### src/mul_div_64_wide_intermediate_assert.svh
// assertion macros for the wide multiply-divide block
`ifndef MUL_DIV_64_WIDE_INTERMEDIATE_ASSERT_SVH
`define MUL_DIV_64_WIDE_INTERMEDIATE_ASSERT_SVH

// same-cycle implication, disabled during reset
`define MDW_ASSERT_NOW(label, ante, cons, msg) \
  label: assert property (@(posedge clk) disable iff (!rst_n) (ante) |-> (cons)) \
    else $error(msg);

// next-cycle implication, disabled during reset
`define MDW_ASSERT_NEXT(label, ante, cons, msg) \
  label: assert property (@(posedge clk) disable iff (!rst_n) (ante) |=> (cons)) \
    else $error(msg);

`endif

### src/mdw_pkg.sv
// shared types and constants of the wide multiply-divide block
package mdw_pkg;

  localparam int FIELD_W   = 64;
  // partial products of the split multiply
  localparam int MUL_STEPS = 4;

  typedef struct packed {
    logic [FIELD_W-1:0] multiplicand;
    logic [FIELD_W-1:0] multiplier;
    logic [FIELD_W-1:0] divisor;
  } in_t;

  typedef struct packed {
    logic [FIELD_W-1:0] quotient_low;
    logic [FIELD_W-1:0] remainder;
    logic [FIELD_W-1:0] quotient_high;
  } out_t;

endpackage

### src/mul_div_64_wide_intermediate.sv
// wide multiply-then-divide: (multiplicand * multiplier) / divisor with double-width quotient
//
//  channel | ports                 | handshake
//  --------+-----------------------+-----------------------------------------
//  input   | start, busy, in_item  | taken at a rising edge with start & !busy
//  result  | out_valid, out_item   | one-cycle strobe, receiver cannot stall
//
// an item keeps the block busy while the product is formed from four half-width
// partial products through one multiplier, then for one restoring divide step per
// quotient bit, then while the result is loaded; a zero divisor skips the product
// and the divide and goes straight to loading the result. out_valid is high in the
// first cycle with busy low. rst_n is synchronous and clears the sequencer and the
// strobe.
module mul_div_64_wide_intermediate #(
  parameter int DATA_WIDTH = 64
) (
  input  logic          clk,
  input  logic          rst_n,
  input  logic          start,
  output logic          busy,
  input  mdw_pkg::in_t  in_item,
  output logic          out_valid,
  output mdw_pkg::out_t out_item
);
  import mdw_pkg::*;

  localparam int HALF_W = (DATA_WIDTH + 1) / 2;
  localparam int HW2    = 2 * HALF_W;
  localparam int ACC_W  = 4 * HALF_W;
  localparam int DW2    = 2 * DATA_WIDTH;
  localparam int CNT_W  = $clog2(DW2);

  typedef enum logic [3:0] {
    ST_IDLE = 4'b0001,
    ST_MUL  = 4'b0010,
    ST_DIV  = 4'b0100,
    ST_DONE = 4'b1000
  } state_t;

  state_t               state_r, state_nxt;
  logic [CNT_W-1:0]     cnt_r, cnt_nxt;
  logic                 out_valid_r, out_valid_nxt;
  logic                 dz_r, dz_nxt;
  logic [HW2-1:0]       a_r, a_nxt;
  logic [HW2-1:0]       b_r, b_nxt;
  logic [DATA_WIDTH-1:0] div_r, div_nxt;
  logic [HW2-1:0]       pp_r, pp_nxt;
  logic [1:0]           pp_idx_r, pp_idx_nxt;
  logic [ACC_W-1:0]     acc_r, acc_nxt;
  logic [DATA_WIDTH-1:0] rem_r, rem_nxt;
  logic [DW2-1:0]       dq_r, dq_nxt;
  out_t                 out_item_r, out_item_nxt;

  logic                  accept;
  logic [HALF_W-1:0]     a_half, b_half;
  logic [ACC_W-1:0]      pp_ext, acc_sum;
  logic [DATA_WIDTH:0]   shifted, diff;
  logic                  ge;

  assign accept = start && (state_r == ST_IDLE);

  // shared half-width multiplier and the accumulate adder
  always_comb begin
    a_half = cnt_r[1] ? a_r[HW2-1:HALF_W] : a_r[HALF_W-1:0];
    b_half = cnt_r[0] ? b_r[HW2-1:HALF_W] : b_r[HALF_W-1:0];
    pp_ext = ACC_W'(pp_r);
    case (pp_idx_r) inside
      2'b00:        acc_sum = acc_r + pp_ext;
      2'b01, 2'b10: acc_sum = acc_r + (pp_ext << HALF_W);
      default:      acc_sum = acc_r + (pp_ext << HW2);
    endcase
  end

  // restoring divide step
  always_comb begin
    shifted = {rem_r, dq_r[DW2-1]};
    diff    = shifted - {1'b0, div_r};
    ge      = (shifted >= {1'b0, div_r});
  end

  always_comb begin
    state_nxt     = state_r;
    cnt_nxt       = cnt_r;
    out_valid_nxt = 1'b0;
    dz_nxt        = dz_r;
    a_nxt         = a_r;
    b_nxt         = b_r;
    div_nxt       = div_r;
    pp_nxt        = pp_r;
    pp_idx_nxt    = pp_idx_r;
    acc_nxt       = acc_r;
    rem_nxt       = rem_r;
    dq_nxt        = dq_r;
    out_item_nxt  = out_item_r;
    unique case (state_r)
      ST_IDLE: begin
        if (start) begin
          a_nxt   = HW2'(in_item.multiplicand[DATA_WIDTH-1:0]);
          b_nxt   = HW2'(in_item.multiplier[DATA_WIDTH-1:0]);
          div_nxt = in_item.divisor[DATA_WIDTH-1:0];
          dz_nxt  = (in_item.divisor[DATA_WIDTH-1:0] == '0);
          acc_nxt = '0;
          cnt_nxt = '0;
          state_nxt = (in_item.divisor[DATA_WIDTH-1:0] == '0) ? ST_DONE : ST_MUL;
        end
      end
      ST_MUL: begin
        pp_nxt     = HW2'(a_half * b_half);
        pp_idx_nxt = cnt_r[1:0];
        if (cnt_r != '0) begin
          acc_nxt = acc_sum;
        end
        if (cnt_r == CNT_W'(MUL_STEPS)) begin
          dq_nxt    = acc_sum[DW2-1:0];
          rem_nxt   = '0;
          cnt_nxt   = '0;
          state_nxt = ST_DIV;
        end else begin
          cnt_nxt = cnt_r + 1'b1;
        end
      end
      ST_DIV: begin
        rem_nxt = ge ? diff[DATA_WIDTH-1:0] : shifted[DATA_WIDTH-1:0];
        dq_nxt  = {dq_r[DW2-2:0], ge};
        cnt_nxt = cnt_r + 1'b1;
        if (cnt_r == CNT_W'(DW2 - 1)) begin
          state_nxt = ST_DONE;
        end
      end
      ST_DONE: begin
        out_valid_nxt = 1'b1;
        if (dz_r) begin
          out_item_nxt = '0;
        end else begin
          out_item_nxt.quotient_low  = FIELD_W'(dq_r[DATA_WIDTH-1:0]);
          out_item_nxt.remainder     = FIELD_W'(rem_r);
          out_item_nxt.quotient_high = FIELD_W'(dq_r[DW2-1:DATA_WIDTH]);
        end
        state_nxt = ST_IDLE;
      end
      default: begin
        state_nxt = ST_IDLE;
      end
    endcase
  end

  always_ff @(posedge clk) begin
    if (!rst_n) begin
      state_r     <= ST_IDLE;
      cnt_r       <= '0;
      out_valid_r <= 1'b0;
      dz_r        <= 1'b0;
    end else begin
      state_r     <= state_nxt;
      cnt_r       <= cnt_nxt;
      out_valid_r <= out_valid_nxt;
      dz_r        <= dz_nxt;
    end
  end

  always_ff @(posedge clk) begin
    a_r        <= a_nxt;
    b_r        <= b_nxt;
    div_r      <= div_nxt;
    pp_r       <= pp_nxt;
    pp_idx_r   <= pp_idx_nxt;
    acc_r      <= acc_nxt;
    rem_r      <= rem_nxt;
    dq_r       <= dq_nxt;
    out_item_r <= out_item_nxt;
  end

  assign busy      = (state_r != ST_IDLE);
  assign out_valid = out_valid_r;
  assign out_item  = out_item_r;

`include "mul_div_64_wide_intermediate_assert.svh"

  `MDW_ASSERT_NEXT(a_accept_busy, accept, busy, "accepted item did not raise busy")
  `MDW_ASSERT_NOW(a_strobe_idle, out_valid, !busy, "result strobe while busy")
  `MDW_ASSERT_NEXT(a_strobe_single, out_valid, !out_valid, "result strobe longer than one cycle")
  `MDW_ASSERT_NOW(a_zero_div, out_valid && dz_r, out_item == '0, "zero divisor result not zero")

endmodule
### config.mk
export PLATFORM = sky130hd
export DESIGN_NAME = mul_div_64_wide_intermediate
export DESIGN_NICKNAME = d
export VERILOG_FILES = /design/src/mdw_pkg.sv /design/src/mul_div_64_wide_intermediate.sv
export VERILOG_INCLUDE_DIRS = /design/src /design/src/src
export SDC_FILE = /design/constraint.sdc
export NUM_CORES = 2
export LEC_CHECK = 0
export ABC_AREA = 0
export BUFFER_PORTS_ARGS = -buffer_cell sky130_fd_sc_hd__buf_2
export CORE_AREA = 2 2 477 574
export DETAILED_ROUTE_END_ITERATION = 6
export DIE_AREA = 0 0 479 576
export PLACE_DENSITY_LB_ADDON = 0.15
export SLEW_MARGIN = 20
export SYNTH_ARGS = -nofsm -noshare
export SYNTH_HDL_FRONTEND = slang
export SYNTH_SLANG_ARGS = --single-unit
### constraint.sdc
create_clock -name clk -period 23.7 [get_ports clk]
set_input_delay 1.185 -clock clk [delete_from_list [all_inputs] [get_ports clk]]
set_output_delay 1.185 -clock clk [all_outputs]
set_load 0.005 [all_outputs]
==> run metrics <==
status=finished clean; largest net degree at the start of global routing=~130; DRT antenna net count=0; cell area after layout=roughly 90000 µm²; worst r2r dst=pp_r[62]$_DFFE_PP_; r2r startpoint=cnt_r[1]$_SDFFE_PN0P_; leading area contributor after synthesis=edfxtp_1; Slew @ Worst Pin=roughly 1.2 ns; most frequent CP cell=fa_1; CTS buffer count=94; worst skew pair latency=0.77 ns; Placed Instance Area=87000 µm²; DRC errors left=0; initial antenna violation count=9; post-layout min period=10.49 ns; Final Instance Count excl. Fillers=12400; Data required, critical path=24.17 ns; Setup Viol. Count Final=0; Cells after Synth=8539; Placer Congestion=0.956; Synthesized Nets=10200; clock sink count=between 700 and 800; root buf cell=clkbuf_16; core area=271000 µm²; Bufs and invs on worst path=5; layout cells sized above 1=9.79%; Total Neg Setup Slack=0 ns; Seq/Total Area, Yosys=slightly below 30%; Worst Path Max Fanout=41; CTS tree=yes; clock buffer depth=3; fin nets=10300; vias in the first global route=66900; DIE WIDTH=479 µm; crit-path max cell delay=approximately 0.96 ns; unrepaired setup endpoints after global routing=false; first-pass GRT wire length=464000 µm; fill cell total of the finished layout=28000; io pins=389; Final HPWL DP=around 260000 µm; Iteration-0 DRC Markers=roughly 5000; Worst Setup Start Kind=register; WL final=321000 µm; dpl cells=approximately 12000; Port Buffers=388; hold path startpoint=dq_r[83]$_DFFE_PP_; Final Hold Fails=0; r2r worst-path depth=26; DRT Pass-1 Iters=6; number of synthesized flops with an enable pin=770; Post-CTS Setup Bufs=0; kind of critical path=register to register; Critical path origin=cnt_r[1]$_SDFFE_PN0P_; MaxCap Viol Count=0; data arrival time of the worst path=10.96 ns; top cells by area, synth=edfxtp_1 (29%), fa_1 (22%), ha_1 (8.1%); clock skew=0.0731 ns; YS warnings=0; post-synth top area share=28.6%; Synth cell types=94; Hold Buf Count CTS=0; Achievable Freq=0.0953 GHz; Worst Hold Depth=2; Synth Cell Area=80800 µm²; post-cts resize count=0; initial core utilization=29.8%; die area=276000 µm²; gr ovfl total=0; Avg Vias per Cell=just over 5; critical path's slowest cell=mux2i_4; critical path endpoint category=register; Die H=about 580 µm; final critical-path share of the clock period=44.3%; Min-Delay Path Class=register to register; slew margin rel.=21.7%; dominant synthesized flop cell=edfxtp_1; fin. max-slew vios=0; worst hold endpoint=dq_r[84]$_DFFE_PP_; FP Rows=between 200 and 250; ys async rst share=0%; r2r setup slk=13.21 ns; crit-path leading delay family=adder cells; Tot GR Track Use=22.9%; flops & latches, synth=about 780; vias after detailed routing=64200; Reg clk slew, reported paths=0.06 ns; area grow syn2layout=11.4%; htree depth=3; Avg Synthesized Cell Area=between 9 and 10 µm²; routed len/inst=25.8 µm
worst min-delay path, cell delays in order (launching register included):
cell	delay, ns
edfxtp_1	0.34
nand2_1	0.05
o21ai_0	0.06
cells by family after synthesis:
family                   Yosys count  synth area share, %
AND/OR/NAND/NOR                 2722                 15.2
AO/OA/AOI/OAI                   1615                 12.6
buffers and inverters           1481                 6.88
adder cells (fa/ha/maj)         1421                 30.4
flip-flops                       783                 28.9
XOR/XNOR                         321                 3.48
multiplexers                     196                 2.55
registers in the layout, summed over array words and instances (netlist names):
register,count
b_r,64
out_valid,1
pp_idx_r,2
acc_r,128
a_r,64
dq_r,128
pp_r,64
dz_r,1
div_r,64
cnt_r,7
out_item,192
rem_r,64
state_r,4
cells in the mapped netlist, types with 11 or more instances:
master     number
o21bai_1       71
o21a_1         43
a221oi_1       16
dfxtp_1        13
ha_1          521
clkbuf_1      389
nand4_1       104
a21boi_0       17
and4_1         12
nand2_1       831
a41oi_1        12
or3_1          34
mux2i_1       117
mux2_2         79
a211o_1        16
a2111oi_0      11
fa_1          900
or2_2          21
o22ai_1        15
inv_1        1061
buf_1          29
nor2b_1       232
nand3_1       157
and3_1         73
a21oi_1       569
a21o_1        209
a211oi_1       59
xnor2_1       185
xor2_1        136
nor3b_1        12
edfxtp_1      770
nor2_1        987
a31oi_1        56
nor4_1         40
o211ai_1       36
nand2b_1       36
o2111ai_1      13
nor3_1         77
o31ai_1        20
o21ai_0       324
and2_1         66
placed cells by master, fill, tap and decap left out, types with 79 or more instances in the layout:
| master | count |
|---|---|
| a21oi_1 | 569 |
| a21o_1 | 209 |
| ha_1 | 520 |
| clkbuf_16 | 94 |
| buf_4 | 117 |
| o21ai_0 | 323 |
| nand4_1 | 104 |
| nand3_1 | 157 |
| fa_1 | 900 |
| buf_2 | 388 |
| inv_1 | 1058 |
| xnor2_1 | 185 |
| nor2_1 | 985 |
| nand2_1 | 830 |
| xor2_1 | 136 |
| nor2b_1 | 232 |
| edfxtp_1 | 770 |
| mux2_2 | 79 |
per-layer routing:
layer / GRT usage [%] / share of wire [%] / vias up
li1: - / - / 29100
met1: 28.7 / 41 / 32100
met2: 38.3 / 47 / 2427
met3: 2.92 / 5.6 / 606
met4: 12.3 / 6.6 / 10
met5: 0 / 0.020 / -
through the flow:
stage          setup WS [ns]  hold slack [ns]  util [%]
5_1_grt                12.87            0.547      33.2
4_1_cts                13.26            0.516      33.2
2_1_floorplan           2.35            0.432         -
3_3_place_gp           13.40            0.495      32.1
6_report               13.21            0.527      33.2
3_5_place_dp           13.28            0.527      32.1
area by class of cell:
cell class	count	area, µm²	share of cell area [%]
antenna	7	17.5	0.0195
tap	3604	4510	5.01
timing repair buffer	508	2880	3.20
multi-input combinational	6275	52200	58.0
clock inverter	55	594	0.660
inverter	1061	3990	4.43
sequential	783	23400	26.0
clock buffer	116	2430	2.70
worst max path at each step:
stage / end / cells after the start
after floorplan: out_valid$_SDFF_PN0_ / 2
after global placement: pp_r[63]$_DFFE_PP_ / 30
after detailed placement: pp_r[62]$_DFFE_PP_ / 26
after CTS: pp_r[62]$_DFFE_PP_ / 26
after global routing: pp_r[63]$_DFFE_PP_ / 30
final: pp_r[62]$_DFFE_PP_ / 26
Power is left out: the tool's default activity adds up to more than one toggle a clock period on the data nets, which glitch-free logic cannot reach.
